$ cat src/hdl/accumulator_register_execute_unit_assert.svh
// Assertion macros for the accumulator register execute unit.
`ifndef ACCUMULATOR_REGISTER_EXECUTE_UNIT_ASSERT_SVH
`define ACCUMULATOR_REGISTER_EXECUTE_UNIT_ASSERT_SVH

// Same-cycle implication, disabled during reset.
`define AREU_ASSERT_IMPL(lbl, clk, rst, ante, cons) \
   lbl: assert property (@(posedge clk) disable iff (rst) (ante) |-> (cons)) \
      else $error("areu assertion failed");

// Next-cycle implication, disabled during reset.
`define AREU_ASSERT_NEXT(lbl, clk, rst, ante, cons) \
   lbl: assert property (@(posedge clk) disable iff (rst) (ante) |=> (cons)) \
      else $error("areu assertion failed");

`endif

$ cat src/hdl/areu_pkg.sv
// Package with types and constants of the accumulator register execute unit.
`default_nettype none

package areu_pkg;

   localparam int DATA_WIDTH = 16;
   localparam int BYTE_WIDTH = 8;
   localparam int MODE_WIDTH = 5;
   localparam int KIND_WIDTH = 2;

   localparam int FLAG_C = 0;
   localparam int FLAG_Z = 1;
   localparam int FLAG_V = 6;
   localparam int FLAG_N = 7;

   typedef logic [DATA_WIDTH-1:0] word_type;
   typedef logic [BYTE_WIDTH-1:0] byte_type;

   typedef enum logic [MODE_WIDTH-1:0] {
      OP_LDA, OP_LDX, OP_LDY, OP_STA, OP_STX, OP_STY, OP_TAX, OP_TAY,
      OP_TSX, OP_TXA, OP_TXS, OP_TYA, OP_PHA, OP_PHP, OP_PLA, OP_PLP,
      OP_DEC, OP_DEX, OP_DEY, OP_INC, OP_INX, OP_INY, OP_ADC, OP_SBC,
      OP_AND, OP_EOR, OP_ORA, OP_ASLA, OP_ASLM, OP_LSRA, OP_LSRM, OP_NOP
   } op_type;

   typedef enum logic [KIND_WIDTH-1:0] {
      WRITE_NONE = 2'd0,
      WRITE_WORD = 2'd1,
      WRITE_BYTE = 2'd2
   } write_kind_type;

   // Packed low field last: acc sits in the lowest bits.
   typedef struct packed {
      byte_type store_byte;
      word_type store_word;
      byte_type status;
      word_type stack_ptr;
      word_type y_reg;
      word_type x_reg;
      word_type acc;
   } result_type;

   localparam int REQ_DATA_WIDTH = ((DATA_WIDTH + BYTE_WIDTH + 7) / 8) * 8;
   localparam int RSP_DATA_WIDTH = (($bits(result_type) + 7) / 8) * 8;

endpackage

`default_nettype wire

$ cat src/hdl/accumulator_register_execute_unit.sv
// Execute unit: accumulator, X, Y, stack pointer and status with one ALU pass.
//
// Usage:
//   req_ channel carries one instruction per item: mode in req_tuser, the
//   fetched operand word and memory byte in req_tdata.
//   rsp_ channel returns one item per instruction: the register file after
//   it, the store data, and the write kind in rsp_tuser.
// Path: an accepted item is held in the input register; its result moves
//   into the result register once the output side can take it.
// Throughput: one item per cycle while rsp_tready is high. The single ALU
//   pass from the input register through the architectural registers into
//   the result register sets this; each item sees the state left by its predecessor.
// Stall: while rsp_tready is low the result holds, one more item waits in
//   the input register, and req_tready drops once both are full.
// Reset: synchronous; clears A, X, Y, SP, the status byte and both valid
//   bits. No item is in flight after reset.
`default_nettype none

`include "accumulator_register_execute_unit_assert.svh"

module accumulator_register_execute_unit
   import areu_pkg::*;
(
   input  wire logic                      clock,
   input  wire logic                      reset,
   input  wire logic                      req_tvalid,
   output logic                           req_tready,
   input  wire logic [REQ_DATA_WIDTH-1:0] req_tdata,  // operand_value, mem_byte
   input  wire logic [MODE_WIDTH-1:0]     req_tuser,  // mode
   output logic                           rsp_tvalid,
   input  wire logic                      rsp_tready,
   output logic [RSP_DATA_WIDTH-1:0]      rsp_tdata,  // acc, x_reg, y_reg, stack_ptr,
                                                      // status, store_word, store_byte
   output logic [KIND_WIDTH-1:0]          rsp_tuser   // write_kind
);

   logic           in_valid_ff;
   op_type         in_op_ff;
   word_type       in_word_ff;
   byte_type       in_byte_ff;

   word_type       acc_ff, x_ff, y_ff, sp_ff;
   byte_type       flags_ff;
   word_type       acc_in, x_in, y_in, sp_in;
   byte_type       flags_in;

   logic           rsp_valid_ff;
   result_type     out_ff;
   result_type     out_in;
   write_kind_type kind_ff;
   write_kind_type kind_in;

   logic           out_ready;
   logic           advance;

   word_type                add_b;
   logic [DATA_WIDTH:0]     sum;
   word_type                sum_word;
   byte_type                byte_res;

   function automatic byte_type word_zn(input byte_type f, input word_type w);
      byte_type r;
      r = f;
      r[FLAG_Z] = (w == '0);
      r[FLAG_N] = w[DATA_WIDTH-1];
      return r;
   endfunction

   function automatic byte_type byte_zn(input byte_type f, input byte_type b);
      byte_type r;
      r = f;
      r[FLAG_Z] = (b == '0);
      r[FLAG_N] = 1'b0;
      return r;
   endfunction

   assign out_ready  = !rsp_valid_ff || rsp_tready;
   assign advance    = in_valid_ff && out_ready;
   assign req_tready = !in_valid_ff || out_ready;

   assign add_b    = (in_op_ff == OP_SBC) ? ~in_word_ff : in_word_ff;
   assign sum      = {1'b0, acc_ff} + {1'b0, add_b} + (DATA_WIDTH+1)'(flags_ff[FLAG_C]);
   assign sum_word = sum[DATA_WIDTH-1:0];

   always_comb begin
      acc_in   = acc_ff;
      x_in     = x_ff;
      y_in     = y_ff;
      sp_in    = sp_ff;
      flags_in = flags_ff;
      out_in   = '0;
      kind_in  = WRITE_NONE;
      byte_res = '0;
      unique case (in_op_ff)
         OP_LDA, OP_PLA: begin
            acc_in   = in_word_ff;
            flags_in = word_zn(flags_ff, in_word_ff);
         end
         OP_LDX: begin
            x_in     = in_word_ff;
            flags_in = word_zn(flags_ff, in_word_ff);
         end
         OP_LDY: begin
            y_in     = in_word_ff;
            flags_in = word_zn(flags_ff, in_word_ff);
         end
         OP_STA, OP_PHA: begin
            out_in.store_word = acc_ff;
            kind_in           = WRITE_WORD;
         end
         OP_STX: begin
            out_in.store_word = x_ff;
            kind_in           = WRITE_WORD;
         end
         OP_STY: begin
            out_in.store_word = y_ff;
            kind_in           = WRITE_WORD;
         end
         OP_TAX: begin
            x_in     = acc_ff;
            flags_in = word_zn(flags_ff, acc_ff);
         end
         OP_TAY: begin
            y_in     = acc_ff;
            flags_in = word_zn(flags_ff, acc_ff);
         end
         OP_TSX: begin
            x_in     = sp_ff;
            flags_in = word_zn(flags_ff, sp_ff);
         end
         OP_TXA: begin
            acc_in   = x_ff;
            flags_in = word_zn(flags_ff, x_ff);
         end
         OP_TXS: begin
            sp_in = x_ff;
         end
         OP_TYA: begin
            acc_in   = y_ff;
            flags_in = word_zn(flags_ff, y_ff);
         end
         OP_PHP: begin
            out_in.store_byte = flags_ff;
            kind_in           = WRITE_BYTE;
         end
         OP_PLP: begin
            flags_in = in_word_ff[BYTE_WIDTH-1:0];
         end
         OP_DEC: begin
            byte_res          = in_byte_ff - 8'd1;
            flags_in          = byte_zn(flags_ff, byte_res);
            out_in.store_byte = byte_res;
            kind_in           = WRITE_BYTE;
         end
         OP_INC: begin
            byte_res          = in_byte_ff + 8'd1;
            flags_in          = byte_zn(flags_ff, byte_res);
            out_in.store_byte = byte_res;
            kind_in           = WRITE_BYTE;
         end
         OP_DEX: begin
            x_in     = x_ff - word_type'(1);
            flags_in = word_zn(flags_ff, x_in);
         end
         OP_DEY: begin
            y_in     = y_ff - word_type'(1);
            flags_in = word_zn(flags_ff, y_in);
         end
         OP_INX: begin
            x_in     = x_ff + word_type'(1);
            flags_in = word_zn(flags_ff, x_in);
         end
         OP_INY: begin
            y_in     = y_ff + word_type'(1);
            flags_in = word_zn(flags_ff, y_in);
         end
         OP_ADC, OP_SBC: begin
            acc_in           = sum_word;
            flags_in         = word_zn(flags_ff, sum_word);
            flags_in[FLAG_C] = sum[DATA_WIDTH];
            flags_in[FLAG_V] = ~(acc_ff[DATA_WIDTH-1] ^ add_b[DATA_WIDTH-1])
                               & (acc_ff[DATA_WIDTH-1] ^ sum_word[DATA_WIDTH-1]);
         end
         OP_AND: begin
            acc_in   = acc_ff & in_word_ff;
            flags_in = word_zn(flags_ff, acc_in);
         end
         OP_EOR: begin
            acc_in   = acc_ff ^ in_word_ff;
            flags_in = word_zn(flags_ff, acc_in);
         end
         OP_ORA: begin
            acc_in   = acc_ff | in_word_ff;
            flags_in = word_zn(flags_ff, acc_in);
         end
         OP_ASLA: begin
            acc_in           = {acc_ff[DATA_WIDTH-2:0], 1'b0};
            flags_in         = word_zn(flags_ff, acc_in);
            flags_in[FLAG_C] = acc_ff[DATA_WIDTH-1];
         end
         OP_LSRA: begin
            acc_in           = {1'b0, acc_ff[DATA_WIDTH-1:1]};
            flags_in         = word_zn(flags_ff, acc_in);
            flags_in[FLAG_C] = acc_ff[0];
         end
         OP_ASLM: begin
            byte_res          = {in_byte_ff[BYTE_WIDTH-2:0], 1'b0};
            flags_in          = byte_zn(flags_ff, byte_res);
            flags_in[FLAG_C]  = in_byte_ff[BYTE_WIDTH-1];
            out_in.store_byte = byte_res;
            kind_in           = WRITE_BYTE;
         end
         OP_LSRM: begin
            byte_res          = {1'b0, in_byte_ff[BYTE_WIDTH-1:1]};
            flags_in          = byte_zn(flags_ff, byte_res);
            flags_in[FLAG_C]  = in_byte_ff[0];
            out_in.store_byte = byte_res;
            kind_in           = WRITE_BYTE;
         end
         OP_NOP: begin
         end
      endcase
      out_in.acc       = acc_in;
      out_in.x_reg     = x_in;
      out_in.y_reg     = y_in;
      out_in.stack_ptr = sp_in;
      out_in.status    = flags_in;
   end

   always_ff @(posedge clock) begin
      if (reset) begin
         in_valid_ff  <= 1'b0;
         rsp_valid_ff <= 1'b0;
         acc_ff       <= '0;
         x_ff         <= '0;
         y_ff         <= '0;
         sp_ff        <= '0;
         flags_ff     <= '0;
      end else begin
         if (req_tready) begin
            in_valid_ff <= req_tvalid;
         end
         if (out_ready) begin
            rsp_valid_ff <= in_valid_ff;
         end
         if (advance) begin
            acc_ff   <= acc_in;
            x_ff     <= x_in;
            y_ff     <= y_in;
            sp_ff    <= sp_in;
            flags_ff <= flags_in;
         end
      end
   end

   always_ff @(posedge clock) begin
      if (req_tready) begin
         in_op_ff   <= op_type'(req_tuser);
         in_word_ff <= req_tdata[DATA_WIDTH-1:0];
         in_byte_ff <= req_tdata[DATA_WIDTH+BYTE_WIDTH-1:DATA_WIDTH];
      end
      if (advance) begin
         out_ff  <= out_in;
         kind_ff <= kind_in;
      end
   end

   assign rsp_tvalid = rsp_valid_ff;
   assign rsp_tdata  = RSP_DATA_WIDTH'(out_ff);
   assign rsp_tuser  = kind_ff;

   `AREU_ASSERT_IMPL(a_no_write_no_data, clock, reset,
      rsp_valid_ff && kind_ff == WRITE_NONE,
      out_ff.store_word == '0 && out_ff.store_byte == '0)
   `AREU_ASSERT_IMPL(a_kind_data_match, clock, reset,
      rsp_valid_ff,
      (kind_ff == WRITE_WORD && out_ff.store_byte == '0)
      || (kind_ff == WRITE_BYTE && out_ff.store_word == '0)
      || kind_ff == WRITE_NONE)
   `AREU_ASSERT_NEXT(a_sp_only_txs, clock, reset,
      !(advance && in_op_ff == OP_TXS), $stable(sp_ff))
   `AREU_ASSERT_NEXT(a_stall_holds_item, clock, reset,
      in_valid_ff && !out_ready, in_valid_ff && rsp_valid_ff)

endmodule

`default_nettype wire

$ cat config.mk
export PLATFORM = sky130hd
export DESIGN_NAME = accumulator_register_execute_unit
export DESIGN_NICKNAME = d
export VERILOG_FILES = /design/src/hdl/areu_pkg.sv /design/src/hdl/accumulator_register_execute_unit.sv
export VERILOG_INCLUDE_DIRS = /design/src /design/src/hdl
export SDC_FILE = /design/constraint.sdc
export NUM_CORES = 1
export LEC_CHECK = 0
export BUFFER_PORTS_ARGS = -buffer_cell sky130_fd_sc_hd__buf_2
export CELL_PAD_IN_SITES_DETAIL_PLACEMENT = 0
export CELL_PAD_IN_SITES_GLOBAL_PLACEMENT = 1
export CORE_ASPECT_RATIO = 0.7
export CORE_MARGIN = 4
export CORE_UTILIZATION = 30
export CTS_BUF_LIST = sky130_fd_sc_hd__clkbuf_8
export CTS_CLUSTER_SIZE = 40
export DETAILED_ROUTE_END_ITERATION = 10
export PLACE_DENSITY_LB_ADDON = 0.1
export SLEW_MARGIN = 15
export SYNTH_ARGS = -nofsm -noshare
export SYNTH_HDL_FRONTEND = slang
export SYNTH_SLANG_ARGS = --single-unit
$ cat constraint.sdc
create_clock -name clock -period 6.55 [get_ports clock]
set_clock_uncertainty 0.2 [all_clocks]
set_input_delay 0.655 -clock clock [delete_from_list [all_inputs] [get_ports clock]]
set_output_delay 0.655 -clock clock [all_outputs]
set_load 0.01 [all_outputs]
==> results of run 1 <==
## routing by layer
layer  up-vias  wire length (um)  GRT usage (%)
li1       6053                 -              -
met1      6696             29970          37.29
met2       702             24750          33.78
met3       100              5532          5.483
met4         4              1727          6.062
met5         -                68         0.7722
## sequential cells by signal, indices dropped and copies added, names as in the netlist
name,cells
rsp_tdata,96
acc_ff,16
in_word_ff,16
sp_ff,16
x_ff,16
y_ff,16
flags_ff,8
in_byte_ff,8
in_op_ff,5
rsp_tuser,2
in_valid_ff,1
rsp_tvalid,1
## power groups by stage
stage	sequential, mW	clock [mW]	combinational (mW)
after floorplan	1.51	0	0.429
after global placement	1.58	0	0.622
after CTS	1.55	1.36	0.625
after global routing	1.56	1.42	0.691
after detailed placement	1.58	0	0.620
final	1.56	1.32	0.631
## cells by family after synthesis
| kind of cell | count (synthesis) | share of synthesized area, % |
|---|---|---|
| buffers and inverters | 209 | 6.220 |
| adders and majority gates | 64 | 5.964 |
| muxes | 17 | 1.372 |
| AOI/OAI and AO/OA | 411 | 21.66 |
| xor gates and xnor gates | 72 | 4.610 |
| DFF | 201 | 38.71 |
| and+or+nand+nor | 603 | 21.46 |
## cell usage after synthesis (7+ instances only)
cell type  count
a211oi_1      14
a21boi_0       9
a21oi_1       86
a221o_1       13
a221oi_1      23
a222oi_1      47
a22oi_1       28
a31oi_1       19
and3_1         9
buf_2         31
clkbuf_1      99
dfxtp_1       74
edfxtp_1     127
ha_1          62
inv_1         66
mux2_2        14
nand2_1      140
nand2b_1      15
nand3_1       42
nand4_1       24
nor2_1       183
nor2b_1        9
nor3_1        69
nor3b_1        8
nor4_1        38
o2111ai_1     11
o211ai_1      12
o21a_1         7
o21ai_0       63
o31ai_1       10
or2_2         11
or3_1         10
xnor2_1       48
xor2_1        24
## critical path, cell delays in order, from the launching register on
cell      delay [ns]
edfxtp_1        0.81
nand3b_1        0.33
nor2_1          0.49
xnor2_1         0.15
fa_1            0.43
inv_1           0.10
fa_1            0.24
a21oi_1         0.09
nand4b_1        0.18
a31oi_1         0.61
xnor2_1         0.21
nand2_1         0.08
nor4_1          0.64
nand4b_1        0.32
a21oi_1         0.23
## final timing paths
check | start | end | slack (ns) | depth (start not counted)
worst min register to register | sp_ff[0] | sp_ff[0] | 0.34 | 2
worst max-delay path | in_op_ff[1] | rsp_tdata[65] | 1.26 | 14
worst min-delay path | req_tdata[11] | in_word_ff[11] | 0.07 | 1
worst max register to register | in_op_ff[1] | rsp_tdata[65] | 1.26 | 14
## area by class of cell
cell class	count	share of cell area (%)
clock buffer	45	3.982
multi-input combinational	1167	48.55
timing repair buffer	162	5.776
clock inverter	23	1.142
sequential	201	34.05
inverter	67	1.649
tap	603	4.851
==> metrics.md, run 1 <==
| Metric | Value |
|---|---|
| CP Launch Type | flip-flop |
| Via Count | 13.56k |
| Antenna Cells | 0 |
| Min-Delay Path Class | in2reg |
| CTS max path bufs | 3 |
| Vias in the first global route | 12.74k |
| # hold bufs at CTS | 0 |
| Arrival @ worst endpoint | 5.51 ns |
| Clk slew on worst S/H paths | 0.07 ns |
| Initial antenna violation count | 2 |
| CTS tree | yes |
| RSZ-0062 raised after global routing | false |
| Post-place setup slack | 1.657 ns |
| Num rows | 65 |
| Largest cells by area after synthesis | edfxtp_1 28%, dfxtp_1 11%, ha_1 5.7% |
| Worst Slack Setup Final | 1.261 ns |
| Number of remaining DRC errors | 0 |
| Net switching power | 1.115 mW |
| Worst skew pair latency | 0.57 ns |
| Initial core utilization | 30.36% |
| Seq cells post-synth | 201 |
| First-pass GRT wire length | 90470 um |
| Max-slew headroom | 23.02% |
| Num CTS Buffers | 37 |
| Prevailing post-synth register cell | edfxtp_1 |
| Sequential share of the synthesized area | 38.71% |
| Gate power share | 18.0% |
| Placed cell count | 2200 |
| Mapped Cells | 1577 |
| Wire length per cell | 27.36 um |
| Post-Syn Nets | 1674 |
| ANT nets after route | 0 |
| CP Capture Type | flip-flop |
| Finished Layout Cells | 2268 |
| Cell taking the most area after synthesis | edfxtp_1 |
| Fill count | 4799 |
| Leading cell type in the layout, fill and taps excluded | nor2_1 |
| Placer Congestion | 0.9577 |
| Leakage dissipation | 5.768 nW |
| Number of synthesized flops with an enable pin | 127 |
| DRT iter0 DRCs | 1941 |
| Most frequent cells in the layout | 182 x nor2_1, 139 x nand2_1, 132 x buf_2 |
| Die Ht | 186.7 um |
| Multi-input gate area | 0.007551 mm2 |
| Power after layout | 3.506 mW |
| Register area | 0.005295 mm2 |
| Internal | 2.390 mW |
| Full die area | 0.04913 mm2 |
| Worst slew pin tran | 1.151 ns |
| Crit path required time | 6.77 ns |
| Setup-failing EPs final | 0 |
| Nets | 1733 |
| Final Hold Vio Count | 0 |
| Die Span X | 263.2 um |
| Post-layout util | 34.52% |
| Tcrit/Tclk final | 80.75% |
| Power Density | 225.4 mW/mm2 |
| Yosys Warn Count | 0 |
| Max-slew violations | 0 |
| Outcome | completed |
| # H-tree levels | 2 |
| Clock sink total | 201 |
| Clock power share | 37.6% |
| Minimum clock period | 5.289 ns |
| Area Growth Syn to Fin | 13.70% |
| DR pass1 iterations | 7 |
| PortBufs | 132 |
| Post-cts sizing count | 0 |
| HPWL after DPL | 44520 um |
| Max-cap viol count | 0 |
| Worst vdd ir | 0.1260 mV |
| Pin count of the biggest net entering global routing | 87 |
| Avg Cell Area, Syn | 8.674 um2 |
| Post-Syn Area | 0.01368 mm2 |
| Total global-route track usage | 24.20% |
| Yosys cell types | 84 |
| Layout cells sized above 1 | 15.98% |
| Yosys top cell area share | 27.88% |
| Fmax | 0.1891 GHz |
| Design area | 0.01555 mm2 |
| Crit-path max FO | 24 |
| IO Pins | 133 |
| Grt ovf | 0 |
| Setup Fix Bufs, Post-CTS | 0 |
| Clock Tree Root | clkbuf_8 |
| Register share of total power | 44.4% |
| DP Area | 0.01476 mm2 |
| Post-synth ARST share | 0% |
| Setup_tns | 0 ns |
| WHS | 0.06617 ns |
| Sw frac | 31.82% |
| Post-Route WL | 62050 um |
| Vias per inst | 5.977 |
| Core area | 0.04506 mm2 |
| Type of the worst setup path | reg2reg |
Power figures use the tool's default switching activity.
==> inputs of run 2 (changes only) <==
--- a/config.mk
+++ b/config.mk
@@ -6,6 +6,7 @@
 export SDC_FILE = /design/constraint.sdc
 export NUM_CORES = 1
 export LEC_CHECK = 0
+export ABC_AREA = 1
 export BUFFER_PORTS_ARGS = -buffer_cell sky130_fd_sc_hd__buf_2
 export CELL_PAD_IN_SITES_DETAIL_PLACEMENT = 0
 export CELL_PAD_IN_SITES_GLOBAL_PLACEMENT = 1
==> constraint.sdc (replaced) <==
create_clock -name clock -period 4.4 [get_ports clock]
set_clock_uncertainty 0.2 [all_clocks]
set_input_delay 0.44 -clock clock [delete_from_list [all_inputs] [get_ports clock]]
set_output_delay 0.44 -clock clock [all_outputs]
set_load 0.01 [all_outputs]
==> run 2 against run 1 <==
  * Power rose by 52%
  * Synthesized cell count rose by 20%
  * Highest routed layer unchanged
  * Sequential power rose by 47%
  * Setup slack got worse by 0.71 ns
  * Fmax rose by 37%
  * Combinational power rose by 97%
  * Die area rose by 1.3%
==> metrics.md, run 2 <==
| Metric | Value |
|---|---|
| Setup-failing EPs final | 0 (unchanged) |
| Vias per inst | 5.358 (was 5.977) |
| Setup Fix Bufs, Post-CTS | 0 (unchanged) |
| First-pass GRT wire length | 94420 um (was 90470 um) |
| DRT iter0 DRCs | 1694 (was 1941) |
| Highest Signal Layer | met5 (unchanged) |
| Yosys top cell area share | 27.50% (was 27.88%) |
| Leakage dissipation | 7.334 nW (was 5.768 nW) |
| Num rows | 65 (unchanged) |
| CP Launch Type | flip-flop (unchanged) |
| Most common cell in the netlist | nand2_1 (was nor2_1) |
| Minimum clock period | 3.848 ns (was 5.289 ns) |
| Leading cell type in the layout, fill and taps excluded | nand2_1 (was nor2_1) |
| Arrival @ worst endpoint | 4.15 ns (was 5.51 ns) |
| Clock power share | 33.7% (was 37.6%) |
| Met3 wire len | 5682 um (was 5532 um) |
| Fill count | 4950 (was 4799) |
| Tcrit/Tclk final | 87.45% (was 80.75%) |
| Final Hold Vio Count | 0 (unchanged) |
| Core area | 0.04538 mm2 (was 0.04506 mm2) |
| Clk slew on worst S/H paths | 0.07 ns (about the same) |
| Most frequent cells in the layout | 427 x nand2_1, 263 x inv_1, 207 x nor2_1 (was 182 x nor2_1, 139 x nand2_1, 132 x buf_2) |
| Post-Route WL | 64620 um (was 62050 um) |
| Met2 WL | 25480 um (was 24750 um) |
| RSZ-0062 raised after global routing | false (unchanged) |
| Num CTS Buffers | 36 (was 37) |
| CTS max path bufs | 3 (unchanged) |
| Full die area | 0.04979 mm2 (was 0.04913 mm2) |
| Multi-input gate area | 0.007229 mm2 (was 0.007551 mm2) |
| Setup_tns | 0 ns (unchanged) |
| Number of remaining DRC errors | 0 (unchanged) |
| Number of synthesized flops with an enable pin | 127 (unchanged) |
| Max-slew headroom | 28.01% (was 23.02%) |
| Internal | 3.460 mW (was 2.390 mW) |
| Worst slew pin tran | 1.073 ns (was 1.151 ns) |
| Gate power share | 23.2% (was 18.0%) |
| Grt ovf | 0 (unchanged) |
| # H-tree levels | 2 (unchanged) |
| Total global-route track usage | 25.25% (was 24.20%) |
| Power Density | 326.4 mW/mm2 (was 225.4 mW/mm2) |
| Crit-path max FO | 6 (was 24) |
| Cell taking the most area after synthesis | edfxtp_1 (unchanged) |
| Die Span X | 265.0 um (was 263.2 um) |
| Max-slew violations | 0 (unchanged) |
| Worst vdd ir | 0.1829 mV (was 0.1260 mV) |
| Metal1 wirelength | 32190 um (was 29970 um) |
| Fmax | 0.2599 GHz (was 0.1891 GHz) |
| Prevailing post-synth register cell | edfxtp_1 (unchanged) |
| Vias in the first global route | 13.77k (was 12.74k) |
| Yosys Warn Count | 0 (unchanged) |
| Via Count | 14.43k (was 13.56k) |
| Seq cells post-synth | 201 (unchanged) |
| Outcome | completed (unchanged) |
| Area Growth Syn to Fin | 17.44% (was 13.70%) |
| Net switching power | 1.856 mW (was 1.115 mW) |
| Type of the worst setup path | reg2reg (unchanged) |
| Register area | 0.005295 mm2 (unchanged) |
| Min-Delay Path Class | in2reg (unchanged) |
| Initial core utilization | 30.56% (was 30.36%) |
| HPWL after DPL | 50120 um (was 44520 um) |
| CTS tree | yes (unchanged) |
| Post-Syn Area | 0.01387 mm2 (was 0.01368 mm2) |
| Pin count of the biggest net entering global routing | 81 (was 87) |
| Post-synth ARST share | 0% (unchanged) |
| Post-Syn Nets | 1986 (was 1674) |
| DR pass1 iterations | 7 (unchanged) |
| R2R setup slack | 0.55 ns (was 1.26 ns) |
| CP Capture Type | flip-flop (unchanged) |
| Layout cells sized above 1 | 13.50% (was 15.98%) |
| Wire length per cell | 24.00 um (was 27.36 um) |
| Largest cells by area after synthesis | edfxtp_1 27%, nand2_1 12%, dfxtp_1 11% (was edfxtp_1 28%, dfxtp_1 11%, ha_1 5.7%) |
| Nets | 2158 (was 1733) |
| Crit path required time | 4.70 ns (was 6.77 ns) |
| ANT nets after route | 0 (unchanged) |
| Commonest cells post-synth | 428 x nand2_1, 255 x inv_1, 207 x nor2_1 (was 183 x nor2_1, 140 x nand2_1, 127 x edfxtp_1) |
| Clock Tree Root | clkbuf_8 (unchanged) |
| Clock sink total | 201 (unchanged) |
| Register share of total power | 43.0% (was 44.4%) |
| Initial antenna violation count | 4 (was 2) |
| Worst skew pair latency | 0.58 ns (was 0.57 ns) |
| Largest register FFs | 96 (unchanged) |
| Sw frac | 34.91% (was 31.82%) |
| Yosys cell types | 57 (was 84) |
| Mapped Cells | 1889 (was 1577) |
| Max-cap viol count | 0 (unchanged) |
| IO Pins | 133 (unchanged) |
| Avg Cell Area, Syn | 7.342 um2 (was 8.674 um2) |
| PortBufs | 132 (unchanged) |
| Design area | 0.01629 mm2 (was 0.01555 mm2) |
| Die Ht | 187.9 um (was 186.7 um) |
| Sequential share of the synthesized area | 38.18% (was 38.71%) |
| DP Area | 0.01528 mm2 (was 0.01476 mm2) |
| Placer Congestion | 0.9398 (was 0.9577) |
[run 2: cell families (layout without fill, tap and decap cells)]
family | count (synthesis) | in the layout | synth area share, %
buf+inv | 342 | 542 | 9.788
flops | 201 | 201 | 38.18
simple gates | 837 | 837 | 25.76
compound gates | 408 | 408 | 18.05
fa+ha+maj | 64 | 64 | 5.882
xor+xnor | 37 | 37 | 2.337
other cells | 0 | 1 | 0
[run 2: metal layers]
metal  up-vias  track usage (%)
met5         -                0
met4         6            4.690
met3        94            5.378
met2       660            35.19
met1      6908            39.85
li1       6761                -
[run 2: timing repair]
action / CTS / global route
gates resized for setup: 0 / 0
endpoints found under the hold margin: 30 / 0
hold buffers: 30 / 0
[run 2: final timing paths]
kind / from / to / depth (start not counted)
min reg2reg: acc_ff[11] / acc_ff[11] / 2
max reg2reg: in_op_ff[0] / flags_ff[1] / 17
min: rsp_tready / rsp_tvalid / 4
max: in_op_ff[0] / flags_ff[1] / 17
[run 2: power by group through the flow]
stage	clock, mW	combinational [mW]	sequential [mW]
after detailed placement	0	1.19	2.32
after global routing	1.95	1.36	2.30
after global placement	0	1.19	2.32
after floorplan	0	0.746	2.28
final	1.79	1.24	2.29
after CTS	1.87	1.22	2.28
[run 2: final cells by class]
class / instances / share of cell area [%]
clock buffers: 39 / 3.295
well taps: 603 / 4.632
clock inverters: 27 / 1.045
multi-input cells: 1346 / 44.38
repair buffers: 196 / 7.543
flip-flops and latches: 201 / 32.51
inverters: 280 / 6.576
diodes: 1 / 0.01536
[run 2: critical path, stage by stage, from the launching register on]
cell,delay (ns)
edfxtp_1,0.50
nand2_2,0.16
inv_2,0.15
nand3_1,0.17
xor2_1,0.19
fa_1,0.36
inv_1,0.15
fa_1,0.46
or2_2,0.31
nor3_1,0.19
nand2_1,0.07
nor2_1,0.10
nand3_1,0.14
nor2_1,0.12
nand3_1,0.18
nand4_1,0.18
nor2_1,0.05
nor2_1,0.11
[run 2: per-stage QoR]
stage	setup slack [ns]	std cells	total power [mW]	utilization, %	hold slack (ns)
CTS	0.5989	2692	5.366	35.89	0.01357
global placement	0.6511	2596	3.514	33.67	0.3505
finish	0.5520	2693	5.316	35.89	0.05032
global route	0.3386	2692	5.607	35.89	0.06263
detailed placement	0.6200	2596	3.510	33.67	0.3709
floorplan	0.8113	1889	3.029	-	0.3177
==> inputs of run 3 (changes only) <==
--- a/config.mk
+++ b/config.mk
@@ -7,12 +7,12 @@
 export NUM_CORES = 1
 export LEC_CHECK = 0
 export ABC_AREA = 1
-export BUFFER_PORTS_ARGS = -buffer_cell sky130_fd_sc_hd__buf_2
+export BUFFER_PORTS_ARGS = -buffer_cell sky130_fd_sc_hd__buf_4
 export CELL_PAD_IN_SITES_DETAIL_PLACEMENT = 0
 export CELL_PAD_IN_SITES_GLOBAL_PLACEMENT = 1
 export CORE_ASPECT_RATIO = 0.7
 export CORE_MARGIN = 4
-export CORE_UTILIZATION = 30
+export CORE_UTILIZATION = 41
 export CTS_BUF_LIST = sky130_fd_sc_hd__clkbuf_8
 export CTS_CLUSTER_SIZE = 40
 export DETAILED_ROUTE_END_ITERATION = 10
==> run 3 against run 2 <==
  * Cell area is 0.94% higher
  * Hold slack gained 0.22 ns
  * Fmax down 1.9%
  * Power up 2.0%
  * Non-clock buffer count shrank 1
  * Cell count down 6.3%
  * Clock-buffer cell count up 2
  * Critical path depth unchanged
  * Register-to-register slack worse by 0.07 ns
  * Global-route usage increased by 6.4 points
  * Largest power group unchanged
==> metrics.md, run 3 (synthesized netlist as in run 2, its figures left out) <==
| Metric | Value |
|---|---|
| Die Span X | 227.8 um (was 265.0 um) |
| First-pass GRT wire length | 87980 um (was 94420 um) |
| Gr busiest metal | met1 (unchanged) |
| Max-slew headroom | 25.92% (was 28.01%) |
| Num rows | 56 (was 65) |
| Clock sink total | 201 (unchanged) |
| Layout cells sized above 1 | 13.46% (was 13.50%) |
| Type of the worst setup path | reg2reg (unchanged) |
| Post-Route WL | 60450 um (was 64620 um) |
| HPWL after DPL | 46320 um (was 50120 um) |
| CTS tree | yes (unchanged) |
| Worst reg2reg path startpoint | in_op_ff[0] (unchanged) |
| Clock Tree Root | clkbuf_8 (unchanged) |
| Min-Delay Path Class | in2reg (unchanged) |
| Setup_tns | 0 ns (unchanged) |
| Met1 usage | 48.91% (was 39.85%) |
| Core area | 0.03342 mm2 (was 0.04538 mm2) |
| Setup-failing EPs final | 0 (unchanged) |
| Total global-route track usage | 31.70% (was 25.25%) |
| Final Hold Vio Count | 0 (unchanged) |
| CP Capture Type | flip-flop (unchanged) |
| Worst slew pin tran | 1.108 ns (was 1.073 ns) |
| Number of remaining DRC errors | 0 (unchanged) |
| Routing usage on met3 | 10.57% (was 5.378%) |
| Clk slew on worst S/H paths | 0.06 ns (was 0.07 ns) |
| Outcome | completed (unchanged) |
| Worst vdd ir | 0.2125 mV (was 0.1829 mV) |
| R2R Path End | rsp_tdata[64] (was flags_ff[1]) |
| Crit-path max FO | 11 (was 6) |
| Vias per inst | 5.737 (was 5.358) |
| DR pass1 iterations | 6 (was 7) |
| Grt ovf | 0 (unchanged) |
| IO Pins | 133 (unchanged) |
| CTS max path bufs | 3 (unchanged) |
| Largest register FFs | 96 (unchanged) |
| Full die area | 0.03688 mm2 (was 0.04979 mm2) |
| Leading cell type in the layout, fill and taps excluded | nand2_1 (unchanged) |
| Pin count of the biggest net entering global routing | 102 (was 81) |
| Initial core utilization | 41.50% (was 30.56%) |
| Initial antenna violation count | 4 (unchanged) |
| Die Ht | 161.9 um (was 187.9 um) |
| CP Launch Type | flip-flop (unchanged) |
| Vias in the first global route | 13.16k (was 13.77k) |
| Worst-case reg-to-reg path depth | 17 (unchanged) |
| Area Growth Syn to Fin | 18.55% (was 17.44%) |
| GR Layer Usage met2 | 42.64% (was 35.19%) |
| Max-slew violations | 0 (unchanged) |
| Setup Fix Bufs, Post-CTS | 0 (unchanged) |
| ANT nets after route | 0 (unchanged) |
| RSZ-0062 raised after global routing | false (unchanged) |
| Most frequent cells in the layout | 427 x nand2_1, 267 x inv_1, 207 x nor2_1 (was 427 x nand2_1, 263 x inv_1, 207 x nor2_1) |
| Minimum clock period | 3.922 ns (was 3.848 ns) |
| Placer Congestion | 1.002 (was 0.9398) |
| Leakage dissipation | 7.452 nW (was 7.334 nW) |
| Worst skew pair latency | 0.57 ns (was 0.58 ns) |
| Post-cts sizing count | 0 (unchanged) |
| DRT iter0 DRCs | 1760 (was 1694) |
| Min-delay src | reset (was rsp_tready) |
| R2R setup slack | 0.48 ns (was 0.55 ns) |
| # H-tree levels | 2 (unchanged) |
| Arrival @ worst endpoint | 4.03 ns (was 4.15 ns) |
| Power Density | 329.7 mW/mm2 (was 326.4 mW/mm2) |
| Power after layout | 5.422 mW (was 5.316 mW) |
| Min-Delay Endpoint | in_valid_ff (was rsp_tvalid) |
| Worst Hold Depth | 2 (was 4) |
| Crit path required time | 4.51 ns (was 4.70 ns) |
| Wire length per cell | 23.96 um (was 24.00 um) |
| PortBufs | 132 (unchanged) |
| Nets | 2157 (was 2158) |
| Num CTS Buffers | 36 (unchanged) |
| Critical Path Start | in_op_ff[0] (unchanged) |
| Fmax | 0.2550 GHz (was 0.2599 GHz) |
| Via Count | 14.47k (was 14.43k) |
| Max-cap viol count | 0 (unchanged) |
| Tcrit/Tclk final | 89.13% (was 87.45%) |
## run 3: cell types whose count changed in the layout (fill, tap and decap cells not counted), sizes merged
cell	previous run	this run
buf	166	164
clkbuf	39	41
clkinvlp	1	4
dlygate4sd3	30	31
inv	280	283
clkinv	24	14
bufinv	2	3
## run 3: critical path: stages, from the launching register on
cell      delay, ns
edfxtp_1       0.50
nand2_2        0.16
inv_2          0.14
nand3_1        0.39
buf_4          0.37
xor2_1         0.16
inv_1          0.06
ha_1           0.33
nand2_1        0.13
inv_1          0.05
a21oi_1        0.18
nand2_1        0.13
inv_1          0.07
nor4_1         0.04
o21ai_0        0.36
nand3_1        0.12
a21oi_1        0.19
inv_1          0.07
## run 3: worst max path at each step
stage	endpoint	slack, ns	depth (start not counted)
after floorplan	flags_ff[1]	0.81	18
after global placement	flags_ff[1]	0.66	16
after detailed placement	flags_ff[1]	0.51	17
after CTS	flags_ff[1]	0.52	17
after global routing	flags_ff[1]	0.12	17
final	rsp_tdata[64]	0.48	17
## run 3: timing repair
action,in CTS,in global routing
hold buffers,31,0
endpoints found under the setup margin,0,0
hold endpoints to repair,31,0
## run 3: power by group
part / internal, mW / leakage, nW / total (mW) / switching (mW)
combinational: 0.408 / 5.18 / 1.26 / 0.850
clock: 1.03 / 0.418 / 1.87 / 0.842
sequential: 2.14 / 1.86 / 2.29 / 0.144
## run 3: cell type report
class,instances,area (um2)
Fill cell,3402,16980
Timing Repair Buffer,195,1554
Sequential cell,201,5295
Clock inverter,24,186.4
Tap cell,435,544.3
Clock buffer,41,564.3
Multi-Input combinational cell,1346,7224
Inverter,280,1071
Antenna cell,1,2.502
## run 3: per-layer routing
metal / up-vias / wire length [um]
met1: 6778 / 28340
li1: 6752 / -
met2: 855 / 23030
met5: - / 10
met3: 87 / 7903
met4: 2 / 1171
## run 3: per-stage QoR
stage | instance area [um2] | setup slack (ns) | instances | hold WS (ns) | util [%]
2_1_floorplan | 13870 | 0.8113 | 1889 | 0.3177 | -
3_3_place_gp | 15380 | 0.6597 | 2426 | 0.3382 | 46.01
4_1_cts | 16440 | 0.5212 | 2522 | 0.2340 | 49.19
3_5_place_dp | 15380 | 0.5122 | 2426 | 0.3478 | 46.01
5_1_grt | 16440 | 0.1200 | 2522 | 0.2816 | 49.19
6_report | 16440 | 0.4782 | 2523 | 0.2710 | 49.20
